**src/asfpi_pkg.sv**
```systemverilog
// shared types, widths and the micro-op schedule of the attitude state-feedback pi core
// no dependencies; compiled first
`default_nettype none

package asfpi_pkg;

    // field and datapath widths
    localparam int SigW     = 16;             // q5.10 signals, moments, thrust
    localparam int ErrW     = SigW + 1;       // exact difference of two q5.10 values
    localparam int IntW     = 24;             // q13.10 integrators
    localparam int LimW     = 23;             // unsigned windup limits
    localparam int PerW     = 16;             // unsigned q0.16 sample period
    localparam int GainW    = 16;             // signed q7.8 gains
    localparam int GainRowW = 4 * GainW;      // packed roll and pitch gain rows
    localparam int GainYawW = 3 * GainW;      // packed yaw gain row
    localparam int OpAW     = IntW + 1;       // multiplier operand a
    localparam int OpBW     = GainW + 1;      // multiplier operand b
    localparam int ProdW    = OpAW + OpBW;    // full product
    localparam int AccW     = ProdW;          // dot-product accumulator
    localparam int SumW     = IntW + 2;       // integrator update before clamping
    localparam int IncLsb   = 16;             // q.26 to q.10 rounding position
    localparam int IncMsb   = 33;             // error times period stays below 2^33
    localparam int MomShift = 8;              // q.18 to q.10 rounding position
    localparam int CfgAW    = 3;
    localparam int CfgDW    = GainRowW;
    localparam int StepW    = 4;

    localparam logic [StepW-1:0] STEP_LAST = 4'd15;

    // register reset values
    localparam logic [PerW-1:0] PeriodRst = 16'd655;
    localparam logic [LimW-1:0] LimRst    = '1;

    // configuration register indexes
    typedef enum logic [CfgAW-1:0] {
        CFG_SAMPLE_PERIOD,
        CFG_WINDUP_ROLL,
        CFG_WINDUP_PITCH,
        CFG_WINDUP_YAW,
        CFG_GAIN_ROLL,
        CFG_GAIN_PITCH,
        CFG_GAIN_YAW
    } t_cfg_idx;

    typedef struct packed {
        logic [PerW-1:0]     sample_period;
        logic [LimW-1:0]     windup_roll;
        logic [LimW-1:0]     windup_pitch;
        logic [LimW-1:0]     windup_yaw;
        logic [GainRowW-1:0] gain_roll;
        logic [GainRowW-1:0] gain_pitch;
        logic [GainYawW-1:0] gain_yaw;
    } t_cfg;

    // one input transaction
    typedef struct packed {
        logic signed [SigW-1:0] roll_angle;
        logic signed [SigW-1:0] roll_rate;
        logic signed [SigW-1:0] roll_accel;
        logic signed [SigW-1:0] pitch_angle;
        logic signed [SigW-1:0] pitch_rate;
        logic signed [SigW-1:0] pitch_accel;
        logic signed [SigW-1:0] yaw_omega;
        logic signed [SigW-1:0] yaw_accel;
        logic signed [SigW-1:0] roll_ref;
        logic signed [SigW-1:0] pitch_ref;
        logic signed [SigW-1:0] yaw_omega_ref;
        logic signed [SigW-1:0] thrust_ref;
    } t_in_item;

    // one result transaction
    typedef struct packed {
        logic signed [SigW-1:0] moment_x;
        logic signed [SigW-1:0] moment_y;
        logic signed [SigW-1:0] moment_z;
        logic signed [SigW-1:0] thrust_out;
        logic signed [IntW-1:0] integ_roll_out;
        logic signed [IntW-1:0] integ_pitch_out;
        logic signed [IntW-1:0] integ_yaw_out;
    } t_out_item;

    // captured sample with the errors already formed
    typedef struct packed {
        logic signed [ErrW-1:0] err_roll;
        logic signed [ErrW-1:0] err_pitch;
        logic signed [ErrW-1:0] err_yaw;
        logic signed [SigW-1:0] roll_rate;
        logic signed [SigW-1:0] roll_accel;
        logic signed [SigW-1:0] pitch_rate;
        logic signed [SigW-1:0] pitch_accel;
        logic signed [SigW-1:0] yaw_accel;
        logic signed [SigW-1:0] thrust;
    } t_sample;

    // multiplier operand a
    typedef enum logic [3:0] {
        SA_ERR_ROLL,
        SA_ERR_PITCH,
        SA_ERR_YAW,
        SA_INT_ROLL,
        SA_INT_PITCH,
        SA_INT_YAW,
        SA_ROLL_RATE,
        SA_ROLL_ACCEL,
        SA_PITCH_RATE,
        SA_PITCH_ACCEL,
        SA_YAW_ACCEL
    } t_sel_a;

    // multiplier operand b
    typedef enum logic [1:0] {
        SB_PERIOD,
        SB_GAIN_ROLL,
        SB_GAIN_PITCH,
        SB_GAIN_YAW
    } t_sel_b;

    // accumulator action on the previous cycle's product
    typedef enum logic [1:0] {
        ACC_HOLD,
        ACC_LOAD,
        ACC_ADD
    } t_acc_op;

    // post-processing on the registered product or accumulator
    typedef enum logic [2:0] {
        POST_NONE,
        POST_INT_ROLL,
        POST_INT_PITCH,
        POST_INT_YAW,
        POST_MOM_ROLL,
        POST_MOM_PITCH
    } t_post;

    typedef struct packed {
        t_sel_a     sel_a;
        t_sel_b     sel_b;
        logic [1:0] gcol;
        t_acc_op    acc_op;
        t_post      post;
    } t_uop;

    typedef struct packed {
        logic en;
        t_uop uop;
    } t_seq_ctl;

    // micro-op schedule: the multiply issued in a step is consumed one step later
    function automatic t_uop uop_at(input logic [StepW-1:0] step);
        t_uop u;
        u = '{sel_a: SA_ERR_ROLL, sel_b: SB_PERIOD, gcol: 2'd0,
              acc_op: ACC_HOLD, post: POST_NONE};
        unique case (step)
            4'd0:  begin u.sel_a = SA_ERR_ROLL;  u.sel_b = SB_PERIOD; end
            4'd1:  begin u.sel_a = SA_ERR_PITCH; u.sel_b = SB_PERIOD; u.post = POST_INT_ROLL; end
            4'd2:  begin u.sel_a = SA_ERR_YAW;   u.sel_b = SB_PERIOD; u.post = POST_INT_PITCH; end
            4'd3:  begin
                u.sel_a = SA_INT_ROLL; u.sel_b = SB_GAIN_ROLL; u.gcol = 2'd0;
                u.post  = POST_INT_YAW;
            end
            4'd4:  begin
                u.sel_a = SA_ERR_ROLL; u.sel_b = SB_GAIN_ROLL; u.gcol = 2'd1;
                u.acc_op = ACC_LOAD;
            end
            4'd5:  begin
                u.sel_a = SA_ROLL_RATE; u.sel_b = SB_GAIN_ROLL; u.gcol = 2'd2;
                u.acc_op = ACC_ADD;
            end
            4'd6:  begin
                u.sel_a = SA_ROLL_ACCEL; u.sel_b = SB_GAIN_ROLL; u.gcol = 2'd3;
                u.acc_op = ACC_ADD;
            end
            4'd7:  begin
                u.sel_a = SA_INT_PITCH; u.sel_b = SB_GAIN_PITCH; u.gcol = 2'd0;
                u.acc_op = ACC_ADD;
            end
            4'd8:  begin
                u.sel_a = SA_ERR_PITCH; u.sel_b = SB_GAIN_PITCH; u.gcol = 2'd1;
                u.acc_op = ACC_LOAD; u.post = POST_MOM_ROLL;
            end
            4'd9:  begin
                u.sel_a = SA_PITCH_RATE; u.sel_b = SB_GAIN_PITCH; u.gcol = 2'd2;
                u.acc_op = ACC_ADD;
            end
            4'd10: begin
                u.sel_a = SA_PITCH_ACCEL; u.sel_b = SB_GAIN_PITCH; u.gcol = 2'd3;
                u.acc_op = ACC_ADD;
            end
            4'd11: begin
                u.sel_a = SA_INT_YAW; u.sel_b = SB_GAIN_YAW; u.gcol = 2'd0;
                u.acc_op = ACC_ADD;
            end
            4'd12: begin
                u.sel_a = SA_ERR_YAW; u.sel_b = SB_GAIN_YAW; u.gcol = 2'd1;
                u.acc_op = ACC_LOAD; u.post = POST_MOM_PITCH;
            end
            4'd13: begin
                u.sel_a = SA_YAW_ACCEL; u.sel_b = SB_GAIN_YAW; u.gcol = 2'd2;
                u.acc_op = ACC_ADD;
            end
            4'd14: begin u.acc_op = ACC_ADD; end
            default: begin end
        endcase
        return u;
    endfunction

endpackage

`default_nettype wire

```
**src/asfpi_in_if.sv**
```systemverilog
// sample channel: valid/ready handshake carrying one measurement and reference set
// depends on asfpi_pkg
`default_nettype none

interface asfpi_in_if;
    import asfpi_pkg::*;

    logic     valid;
    logic     ready;
    t_in_item data;

    modport source (output valid, output data, input ready);
    modport sink   (input valid, input data, output ready);
endinterface

`default_nettype wire

```
**src/asfpi_out_if.sv**
```systemverilog
// result channel: valid/ready handshake carrying moments, thrust and integrators
// depends on asfpi_pkg
`default_nettype none

interface asfpi_out_if;
    import asfpi_pkg::*;

    logic      valid;
    logic      ready;
    t_out_item data;

    modport source (output valid, output data, input ready);
    modport sink   (input valid, input data, output ready);
endinterface

`default_nettype wire

```
**src/asfpi_seq.sv**
```systemverilog
// step sequencer driving the shared multiply-accumulate unit through the schedule
// depends on asfpi_pkg (uop_at, t_seq_ctl)
`default_nettype none

module asfpi_seq (
    input  wire logic               i_clk,
    input  wire logic               i_rst_n,
    input  wire logic               i_start,
    input  wire logic               i_out_free,
    output asfpi_pkg::t_seq_ctl     o_ctl,
    output logic                    o_ready,
    output logic                    o_done
);
    import asfpi_pkg::*;

    typedef enum logic {
        ST_IDLE,
        ST_RUN
    } t_state;

    t_state           r_state, n_state;
    logic [StepW-1:0] r_step,  n_step;

    // last step completes only when the result register can take the transaction
    assign o_done  = (r_state == ST_RUN) && (r_step == STEP_LAST) && i_out_free;
    assign o_ready = (r_state == ST_IDLE) || o_done;

    assign o_ctl.en  = (r_state == ST_RUN);
    assign o_ctl.uop = uop_at(r_step);

    // next state and step
    always_comb begin
        n_state = r_state;
        n_step  = r_step;
        unique case (r_state)
            ST_IDLE: begin
                if (i_start) begin
                    n_state = ST_RUN;
                    n_step  = '0;
                end
            end
            ST_RUN: begin
                if (r_step != STEP_LAST) begin
                    n_step = r_step + 1'b1;
                end else if (i_out_free) begin
                    if (i_start) begin
                        n_step = '0;
                    end else begin
                        n_state = ST_IDLE;
                    end
                end
            end
            default: n_state = ST_IDLE;
        endcase
    end

    always_ff @(posedge i_clk) begin
        if (!i_rst_n) begin
            r_state <= ST_IDLE;
            r_step  <= '0;
        end else begin
            r_state <= n_state;
            r_step  <= n_step;
        end
    end

    // a running item walks the schedule one step per cycle until the final step, which can stall
    a_step_advance: assert property (@(posedge i_clk) disable iff (!i_rst_n)
        (r_state == ST_RUN && r_step != STEP_LAST)
            |=> (r_state == ST_RUN && r_step == $past(r_step) + 1'b1))
        else $error("sequencer skipped or held a step");

    // the final step holds while the result register cannot take the transaction
    a_idle_from_last: assert property (@(posedge i_clk) disable iff (!i_rst_n)
        (r_state == ST_RUN && $past(r_state) == ST_RUN && r_step == STEP_LAST && !i_out_free)
            |=> (r_state == ST_RUN && r_step == STEP_LAST))
        else $error("final step left while result register was full");

endmodule

`default_nettype wire

```
**src/asfpi_unit.sv**
```systemverilog
// shared multiply-accumulate unit with integrator update and moment rounding
// depends on asfpi_pkg (types, widths)
`default_nettype none

module asfpi_unit (
    input  wire logic                              i_clk,
    input  wire logic                              i_rst_n,
    input  wire asfpi_pkg::t_seq_ctl               i_ctl,
    input  wire asfpi_pkg::t_cfg                   i_cfg,
    input  wire asfpi_pkg::t_sample                i_smp,
    output logic signed [asfpi_pkg::SigW-1:0]      o_moment_x,
    output logic signed [asfpi_pkg::SigW-1:0]      o_moment_y,
    output logic signed [asfpi_pkg::SigW-1:0]      o_moment_z,
    output logic signed [asfpi_pkg::IntW-1:0]      o_integ_roll,
    output logic signed [asfpi_pkg::IntW-1:0]      o_integ_pitch,
    output logic signed [asfpi_pkg::IntW-1:0]      o_integ_yaw
);
    import asfpi_pkg::*;

    localparam logic signed [AccW:0]          RndBias = 128;
    localparam logic signed [AccW-MomShift:0] MomMax  = 32767;
    localparam logic signed [AccW-MomShift:0] MomMin  = -32768;

    // round error times period to q.10, add, clamp symmetrically
    function automatic logic signed [IntW-1:0] integrate(
        input logic signed [IntW-1:0]  acc,
        input logic signed [ProdW-1:0] p,
        input logic [LimW-1:0]         lim
    );
        logic signed [SumW-1:0] inc;
        logic signed [SumW-1:0] sum;
        logic signed [SumW-1:0] hi;
        logic signed [SumW-1:0] lo;
        inc = SumW'(signed'(p[IncMsb:IncLsb]));
        sum = SumW'(acc) + inc + SumW'(signed'({1'b0, p[IncLsb-1]}));
        hi  = SumW'(signed'({1'b0, lim}));
        lo  = -hi;
        if (sum > hi) begin
            sum = hi;
        end else if (sum < lo) begin
            sum = lo;
        end
        return IntW'(sum);
    endfunction

    // negate, round half up to q.10 and saturate to the signal range
    function automatic logic signed [SigW-1:0] sat_moment(input logic signed [AccW-1:0] s);
        logic signed [AccW:0]          t;
        logic signed [AccW-MomShift:0] v;
        t = RndBias - (AccW+1)'(s);
        v = t[AccW:MomShift];
        if (v > MomMax) begin
            v = MomMax;
        end else if (v < MomMin) begin
            v = MomMin;
        end
        return SigW'(v);
    endfunction

    logic signed [OpAW-1:0]   op_a;
    logic signed [OpBW-1:0]   op_b;
    logic [GainRowW-1:0]      gain_row;
    logic signed [GainW-1:0]  gain;
    logic signed [ProdW-1:0]  prod;

    logic signed [ProdW-1:0]  r_prod;
    logic signed [AccW-1:0]   r_acc;
    logic signed [IntW-1:0]   r_integ_roll;
    logic signed [IntW-1:0]   r_integ_pitch;
    logic signed [IntW-1:0]   r_integ_yaw;
    logic signed [SigW-1:0]   r_mom_x;
    logic signed [SigW-1:0]   r_mom_y;

    // operand a selection
    always_comb begin
        unique case (i_ctl.uop.sel_a)
            SA_ERR_ROLL:    op_a = OpAW'(i_smp.err_roll);
            SA_ERR_PITCH:   op_a = OpAW'(i_smp.err_pitch);
            SA_ERR_YAW:     op_a = OpAW'(i_smp.err_yaw);
            SA_INT_ROLL:    op_a = OpAW'(r_integ_roll);
            SA_INT_PITCH:   op_a = OpAW'(r_integ_pitch);
            SA_INT_YAW:     op_a = OpAW'(r_integ_yaw);
            SA_ROLL_RATE:   op_a = OpAW'(i_smp.roll_rate);
            SA_ROLL_ACCEL:  op_a = OpAW'(i_smp.roll_accel);
            SA_PITCH_RATE:  op_a = OpAW'(i_smp.pitch_rate);
            SA_PITCH_ACCEL: op_a = OpAW'(i_smp.pitch_accel);
            SA_YAW_ACCEL:   op_a = OpAW'(i_smp.yaw_accel);
            default:        op_a = '0;
        endcase
    end

    // operand b selection: period or one gain of a row
    always_comb begin
        unique case (i_ctl.uop.sel_b)
            SB_GAIN_PITCH: gain_row = i_cfg.gain_pitch;
            SB_GAIN_YAW:   gain_row = {{(GainRowW-GainYawW){1'b0}}, i_cfg.gain_yaw};
            default:       gain_row = i_cfg.gain_roll;
        endcase
        gain = signed'(gain_row[GainW*i_ctl.uop.gcol +: GainW]);
        if (i_ctl.uop.sel_b == SB_PERIOD) begin
            op_b = signed'({1'b0, i_cfg.sample_period});
        end else begin
            op_b = OpBW'(gain);
        end
    end

    assign prod = ProdW'(op_a) * ProdW'(op_b);

    // product register, accumulator and moment holding registers
    always_ff @(posedge i_clk) begin
        if (i_ctl.en) begin
            r_prod <= prod;
            unique case (i_ctl.uop.acc_op)
                ACC_LOAD: r_acc <= r_prod;
                ACC_ADD:  r_acc <= r_acc + r_prod;
                default:  r_acc <= r_acc;
            endcase
            if (i_ctl.uop.post == POST_MOM_ROLL) begin
                r_mom_x <= sat_moment(r_acc);
            end
            if (i_ctl.uop.post == POST_MOM_PITCH) begin
                r_mom_y <= sat_moment(r_acc);
            end
        end
    end

    // integrator state
    always_ff @(posedge i_clk) begin
        if (!i_rst_n) begin
            r_integ_roll  <= '0;
            r_integ_pitch <= '0;
            r_integ_yaw   <= '0;
        end else if (i_ctl.en) begin
            unique case (i_ctl.uop.post)
                POST_INT_ROLL:
                    r_integ_roll <= integrate(r_integ_roll, r_prod, i_cfg.windup_roll);
                POST_INT_PITCH:
                    r_integ_pitch <= integrate(r_integ_pitch, r_prod, i_cfg.windup_pitch);
                POST_INT_YAW:
                    r_integ_yaw <= integrate(r_integ_yaw, r_prod, i_cfg.windup_yaw);
                default: begin end
            endcase
        end
    end

    assign o_moment_x    = r_mom_x;
    assign o_moment_y    = r_mom_y;
    assign o_moment_z    = sat_moment(r_acc);
    assign o_integ_roll  = r_integ_roll;
    assign o_integ_pitch = r_integ_pitch;
    assign o_integ_yaw   = r_integ_yaw;

    // roll integrator lands inside its windup band after each update
    a_roll_clamped: assert property (@(posedge i_clk) disable iff (!i_rst_n)
        (i_ctl.en && i_ctl.uop.post == POST_INT_ROLL)
            |=> (r_integ_roll <= $signed({1'b0, $past(i_cfg.windup_roll)})
                 && r_integ_roll >= -$signed({1'b0, $past(i_cfg.windup_roll)})))
        else $error("roll integrator outside windup limit");

endmodule

`default_nettype wire

```
**src/attitude_state_feedback_pi_core.sv**
```systemverilog
// top level of the attitude state-feedback pi core: config registers, sample capture,
// result register; depends on asfpi_pkg, asfpi_in_if, asfpi_out_if, asfpi_seq, asfpi_unit
`default_nettype none

// channel   | direction | handshake        | payload
// i_smp     | in        | valid / ready    | t_in_item, twelve q5.10 fields
// o_res     | out       | valid / ready    | t_out_item, moments, thrust, integrators
// i_cfg_*   | in        | write enable     | register index, 64-bit write data
//
// for each sample the shared multiplier issues 14 operations in a fixed
// schedule (three integrator steps, eleven gain products), the accumulator takes the
// last product one step later and the final step rounds the yaw moment into the
// result register
// a new sample is taken in the cycle its predecessor's result is registered
// reset is synchronous and active low; integrators clear, config registers take their defaults
// the final step stalls while the result register still holds an untaken transaction

module attitude_state_feedback_pi_core (
    input  wire logic                           i_clk,
    input  wire logic                           i_rst_n,
    input  wire logic                           i_cfg_we,
    input  wire logic [asfpi_pkg::CfgAW-1:0]    i_cfg_idx,
    input  wire logic [asfpi_pkg::CfgDW-1:0]    i_cfg_data,
    asfpi_in_if.sink                            i_smp,
    asfpi_out_if.source                         o_res
);
    import asfpi_pkg::*;

    t_cfg      r_cfg, n_cfg;
    t_sample   r_smp;
    t_out_item r_out;
    logic      r_out_valid;

    t_seq_ctl  ctl;
    logic      seq_ready;
    logic      done;
    logic      accept;

    logic signed [SigW-1:0] mom_x, mom_y, mom_z;
    logic signed [IntW-1:0] integ_roll, integ_pitch, integ_yaw;

    assign accept      = i_smp.valid && seq_ready;
    assign i_smp.ready = seq_ready;

    // configuration register writes
    always_comb begin
        n_cfg = r_cfg;
        if (i_cfg_we) begin
            unique case (i_cfg_idx)
                CFG_SAMPLE_PERIOD: n_cfg.sample_period = i_cfg_data[PerW-1:0];
                CFG_WINDUP_ROLL:   n_cfg.windup_roll   = i_cfg_data[LimW-1:0];
                CFG_WINDUP_PITCH:  n_cfg.windup_pitch  = i_cfg_data[LimW-1:0];
                CFG_WINDUP_YAW:    n_cfg.windup_yaw    = i_cfg_data[LimW-1:0];
                CFG_GAIN_ROLL:     n_cfg.gain_roll     = i_cfg_data[GainRowW-1:0];
                CFG_GAIN_PITCH:    n_cfg.gain_pitch    = i_cfg_data[GainRowW-1:0];
                CFG_GAIN_YAW:      n_cfg.gain_yaw      = i_cfg_data[GainYawW-1:0];
                default:           n_cfg = r_cfg;
            endcase
        end
    end

    always_ff @(posedge i_clk) begin
        if (!i_rst_n) begin
            r_cfg.sample_period <= PeriodRst;
            r_cfg.windup_roll   <= LimRst;
            r_cfg.windup_pitch  <= LimRst;
            r_cfg.windup_yaw    <= LimRst;
            r_cfg.gain_roll     <= '0;
            r_cfg.gain_pitch    <= '0;
            r_cfg.gain_yaw      <= '0;
        end else begin
            r_cfg <= n_cfg;
        end
    end

    // sample capture with the three control errors formed on the way in
    always_ff @(posedge i_clk) begin
        if (accept) begin
            r_smp.err_roll    <= ErrW'(i_smp.data.roll_angle) - ErrW'(i_smp.data.roll_ref);
            r_smp.err_pitch   <= ErrW'(i_smp.data.pitch_angle) - ErrW'(i_smp.data.pitch_ref);
            r_smp.err_yaw     <= ErrW'(i_smp.data.yaw_omega) - ErrW'(i_smp.data.yaw_omega_ref);
            r_smp.roll_rate   <= i_smp.data.roll_rate;
            r_smp.roll_accel  <= i_smp.data.roll_accel;
            r_smp.pitch_rate  <= i_smp.data.pitch_rate;
            r_smp.pitch_accel <= i_smp.data.pitch_accel;
            r_smp.yaw_accel   <= i_smp.data.yaw_accel;
            r_smp.thrust      <= i_smp.data.thrust_ref;
        end
    end

    asfpi_seq u_seq (
        .i_clk      (i_clk),
        .i_rst_n    (i_rst_n),
        .i_start    (accept),
        .i_out_free (!r_out_valid || o_res.ready),
        .o_ctl      (ctl),
        .o_ready    (seq_ready),
        .o_done     (done)
    );

    asfpi_unit u_unit (
        .i_clk         (i_clk),
        .i_rst_n       (i_rst_n),
        .i_ctl         (ctl),
        .i_cfg         (r_cfg),
        .i_smp         (r_smp),
        .o_moment_x    (mom_x),
        .o_moment_y    (mom_y),
        .o_moment_z    (mom_z),
        .o_integ_roll  (integ_roll),
        .o_integ_pitch (integ_pitch),
        .o_integ_yaw   (integ_yaw)
    );

    // result register
    always_ff @(posedge i_clk) begin
        if (done) begin
            r_out.moment_x        <= mom_x;
            r_out.moment_y        <= mom_y;
            r_out.moment_z        <= mom_z;
            r_out.thrust_out      <= r_smp.thrust;
            r_out.integ_roll_out  <= integ_roll;
            r_out.integ_pitch_out <= integ_pitch;
            r_out.integ_yaw_out   <= integ_yaw;
        end
    end

    always_ff @(posedge i_clk) begin
        if (!i_rst_n) begin
            r_out_valid <= 1'b0;
        end else if (done) begin
            r_out_valid <= 1'b1;
        end else if (o_res.ready) begin
            r_out_valid <= 1'b0;
        end
    end

    assign o_res.valid = r_out_valid;
    assign o_res.data  = r_out;

    // an accepted sample blocks the input until its schedule has run
    a_busy_after_accept: assert property (@(posedge i_clk) disable iff (!i_rst_n)
        accept |=> !i_smp.ready)
        else $error("input ready straight after a sample transaction");

endmodule

`default_nettype wire
```
**src/flat_wrapper.sv**
```systemverilog
// flat-port wrapper written by rule: the top's interface ports become plain ports
module attitude_state_feedback_pi_core_flat import asfpi_pkg::*;
  (i_clk, i_rst_n, i_cfg_we, i_cfg_idx, i_cfg_data, i_smp_valid, i_smp_data, i_smp_ready, o_res_valid, o_res_data, o_res_ready);
  asfpi_in_if i_smp_i ();
  asfpi_out_if o_res_i ();
  input  wire logic i_clk;
  input  wire logic i_rst_n;
  input  wire logic i_cfg_we;
  input  wire logic [asfpi_pkg::CfgAW-1:0] i_cfg_idx;
  input  wire logic [asfpi_pkg::CfgDW-1:0] i_cfg_data;
  input wire logic [$bits(i_smp_i.valid)-1:0] i_smp_valid;
  input wire logic [$bits(i_smp_i.data)-1:0] i_smp_data;
  output wire logic [$bits(i_smp_i.ready)-1:0] i_smp_ready;
  output wire logic [$bits(o_res_i.valid)-1:0] o_res_valid;
  output wire logic [$bits(o_res_i.data)-1:0] o_res_data;
  input wire logic [$bits(o_res_i.ready)-1:0] o_res_ready;
  assign i_smp_i.valid = i_smp_valid;
  assign i_smp_i.data = i_smp_data;
  assign i_smp_ready = i_smp_i.ready;
  assign o_res_valid = o_res_i.valid;
  assign o_res_data = o_res_i.data;
  assign o_res_i.ready = o_res_ready;
  attitude_state_feedback_pi_core u_core (.i_clk(i_clk), .i_rst_n(i_rst_n), .i_cfg_we(i_cfg_we), .i_cfg_idx(i_cfg_idx), .i_cfg_data(i_cfg_data), .i_smp(i_smp_i), .o_res(o_res_i));
endmodule
```
**config.mk**
```make
export PLATFORM = sky130hd
export DESIGN_NAME = attitude_state_feedback_pi_core_flat
export DESIGN_NICKNAME = d
export VERILOG_FILES = /design/src/asfpi_pkg.sv /design/src/asfpi_in_if.sv /design/src/asfpi_out_if.sv /design/src/asfpi_seq.sv /design/src/asfpi_unit.sv /design/src/attitude_state_feedback_pi_core.sv /design/src/flat_wrapper.sv
export SDC_FILE = /design/constraint.sdc
export NUM_CORES = 2
export LEC_CHECK = 0
export ABC_AREA = 1
export BUFFER_PORTS_ARGS = -buffer_cell sky130_fd_sc_hd__buf_2
export CORE_AREA = 2 2 318 320
export CTS_CLUSTER_SIZE = 25
export DETAILED_ROUTE_END_ITERATION = 10
export DIE_AREA = 0 0 320 322
export PLACE_DENSITY_LB_ADDON = 0.1
export SKIP_LAST_GASP = 1
export SYNTH_ARGS = -nofsm -noshare
export SYNTH_HDL_FRONTEND = slang
export SYNTH_SLANG_ARGS = --single-unit
export TNS_END_PERCENT = 100
```
**constraint.sdc**
```tcl
create_clock -name i_clk -period 25 [get_ports i_clk]
set_clock_uncertainty 0.1 [all_clocks]
set_input_delay 5 -clock i_clk [delete_from_list [all_inputs] [get_ports i_clk]]
set_output_delay 5 -clock i_clk [all_outputs]
set_load 0.01 [all_outputs]
```
==> out/qor.yml <==
run_status: "completed"
clock.fmax_ghz: 0.0897
start_kind: "input port"
synth.area.mux_share_pct: 0
max-slew-margin-rel_pct: 15.6
core-area_um2: 99600
die_w_um: 320
setup-violations-final: 0
worst_setup_path_end_kind: "output pin"
power.density_cell_area_nw_per_um2: 153
critPathMaxFanout: 14
io_pins: 402
cp_data_arrival_time_ns: 6.04
clock_power_share_pct: 12.5
synth_top_family_by_area: "simple AND/OR/NAND/NOR gates"
synth-adder-area-share_pct: 22.7
p_comb_share_pct: 69.7
synth_edf_count: 399
cts_made_buffers: 82
cts_tree: "built"
htreeDepth: 3
internal_power_mw: 4.84
area_delta_synth_final_pct: 9.76
dr.pass1.iters: 8
rsz0062_at_grt: "no"
routedWlPerCell_um: 21.4
clk_latency_ns: 0.70
ys_ff_latch: 738
grtUsageTotal_pct: 37.9
finalNetCount: 8891
fin_tns_setup_ns: 0
synth-main-ff-cell: "edfxtp_1"
cts.sinks: 738
synthCells: 7490
final_layout_size_suffix_gt1_share_pct: 9.08
ys_types: 61
critPathMaxStageDelay_ns: 0.48
hold_path_class: "reg -> reg"
io_buffer_count: 401
synth_area_um2: 59300
hold_buffers: 0
p_sw_mw: 5.11
totalWireLength_um: 196000
antenna_left: 0
slew_viol_final: 0
synth-async-reset-ratio_pct: 0
path_cells: "buf_2, nor2_1, nor2_4, nor2_1, inv_1, buf_2"
irDropWorstVdd_uv: 269
rows: 116
period_share_pct: 44.6
synth-simple-area-share_pct: 23.1
fin_crit_ns: 11.14
cp_slowest_cell: "nor2_4"
required_ns: 19.90
clk_pin_slew_ns: 0.06
drtIter0Drc: 5696
post-cts-setup-buffer-count: 0
die_area_um2: 103000
grt_max_degree: 125
globalplace.congestion: 1.04
grt_pass1_vias: 50100
yosysWarnings: 0
synth_xor_area_share_pct: 3.01
grt-ovfl-total: 0
dp_hpwl_um: 153000
hold_viol: 0
seqPwrFrac_pct: 17.8
grt_pass1_wl_um: 296000
antenna_found_initial: 14
criticalPathCategory: "in -> out"
seq_area_frac_synth_pct: 31.7
via_per_inst: 5.78
drc: 0
cap_violations: 0
initial_core_util_pct: 59.5
utilization_pct: 65.3
dr_total_vias: 53000
syn_nets: 8580
clockBufferDepth: 3
postSynthAreaPerCell_um2: 7.91
root_buffer: "clkbuf_16"
fp.dieH_um: 322
sw_frac_of_total_pct: 51.4
worst_slew_pin_slew_ns: 1.26
synth_compound_area_share_pct: 10.6
leakage_nw: 31.2
cts_resized: 0
-- critical path, delay by kind of cell --
kind	cells	cell delay (ns)
buffers and inverters	3	0.30
AND/OR/NAND/NOR	3	0.74
-- cells by family (layout without fill, tap and decap cells) --
group,Yosys count,after routing
xor+xnor,204,204
flops,738,738
simple gates,3306,3306
fa+ha+maj,826,826
compound gates,1073,1073
other cells,0,9
buf+inv,1343,1718
-- per-layer routing --
layer,track usage [%],share of wire (%),wire length [um]
met1,50.2,40,79200
met2,57.9,43,85100
met3,9.27,11,21000
met4,19.1,5.6,11100
met5,0,0.020,40
-- through the flow --
stage,hold slack (ns),area [um2],worst slack [ns],instances,power [mW]
after floorplan,0.300,59300,6.14,7490,6.76
after global placement,0.300,62300,13.87,9015,8.46
after detailed placement,0.305,62300,13.89,9015,8.57
after CTS,0.317,65000,13.87,9163,9.84
after global routing,0.325,65000,13.82,9165,10.9
final,0.317,65000,13.86,9172,9.95
-- cells in the final DEF, fill, tap and decap left out, types with 12 or more instances in the layout --
cell type  synthesis  routed
o221ai_1          50      50
a22o_1            34      34
nor2_1          1079    1069
fa_1             416     416
edfxtp_1         399     399
clkinv_2           0      15
a31oi_1           37      37
o21bai_1          18      18
nand3_1          397     397
nand2_1         1571    1571
clkbuf_16          0      84
nor2_4            10      15
or2_2             24      24
o211ai_1          79      79
inv_1           1072    1071
nand4_1           64      64
clkinv_1           7      18
nand3b_1          30      30
o21ai_0          382     382
nor3_1            61      59
dfxtp_1          339     338
nor2_2             7      12
a221oi_1          12      12
xor2_1           155     155
ha_1             410     410
a21boi_0          15      15
a21o_1            21      21
buf_2             46     400
inv_2             38      38
buf_4             24      49
nor4_1            29      29
xnor2_1           49      49
a21oi_1          366     366
-- path summary, 6_finish.rpt --
kind	startpoint	endpoint	slack, ns	cells past startpoint
worst max-delay path	o_res_ready	i_smp_ready	13.86	6
worst min-delay path	u_core.r_smp[7]	u_core.o_res.data[79]	0.32	0
worst max register to register	u_core.u_seq.r_step[0]	u_core.u_unit.r_prod[40]	14.74	33
worst min register to register	u_core.r_smp[7]	u_core.o_res.data[79]	0.32	0
-- cells in the mapped netlist (64+ instances only) --
library cell	n	area, um2
nand2_1	1571	5900
nor2_1	1079	4050
inv_1	1072	4020
fa_1	416	8330
ha_1	410	5130
edfxtp_1	399	12000
nand3_1	397	1990
o21ai_0	382	1910
a21oi_1	366	1830
dfxtp_1	339	6790
xor2_1	155	1360
clkbuf_1	138	518
o211ai_1	79	593
nand4_1	64	400
-- registers in the layout, summed over array words and instances (netlist names) --
register / flops
u_core.u_unit.r_acc: 42
u_core.u_seq.r_state: 1
u_core.r_cfg: 261
u_core.u_unit.o_integ_pitch: 24
u_core.u_unit.o_integ_yaw: 24
u_core.u_unit.o_integ_roll: 24
u_core.r_smp: 147
u_core.o_res.valid: 1
u_core.u_unit.o_moment_y: 16
u_core.o_res.data: 136
u_core.u_unit.r_prod: 42
u_core.u_seq.r_step: 4
u_core.u_unit.o_moment_x: 16
-- layout make-up --
type | count | area [um2]
fill | 8719 | 34500
antenna | 9 | 22.5
tap | 1298 | 1620
sequential | 738 | 18800
clock buffer | 99 | 2230
clock inverter | 49 | 534
inverter | 1120 | 4210
multi-input combinational | 5409 | 35300
timing repair buffer | 450 | 2380
-- power groups by stage --
stage	Sequential, mW	Clock (mW)	Combinational (mW)
finish	1.77	1.24	6.93
global route	1.77	1.30	7.83
CTS	1.77	1.25	6.82
detailed placement	1.79	0	6.78
global placement	1.79	0	6.67
floorplan	1.71	0	5.05
(Power assumes the default switching activity.)
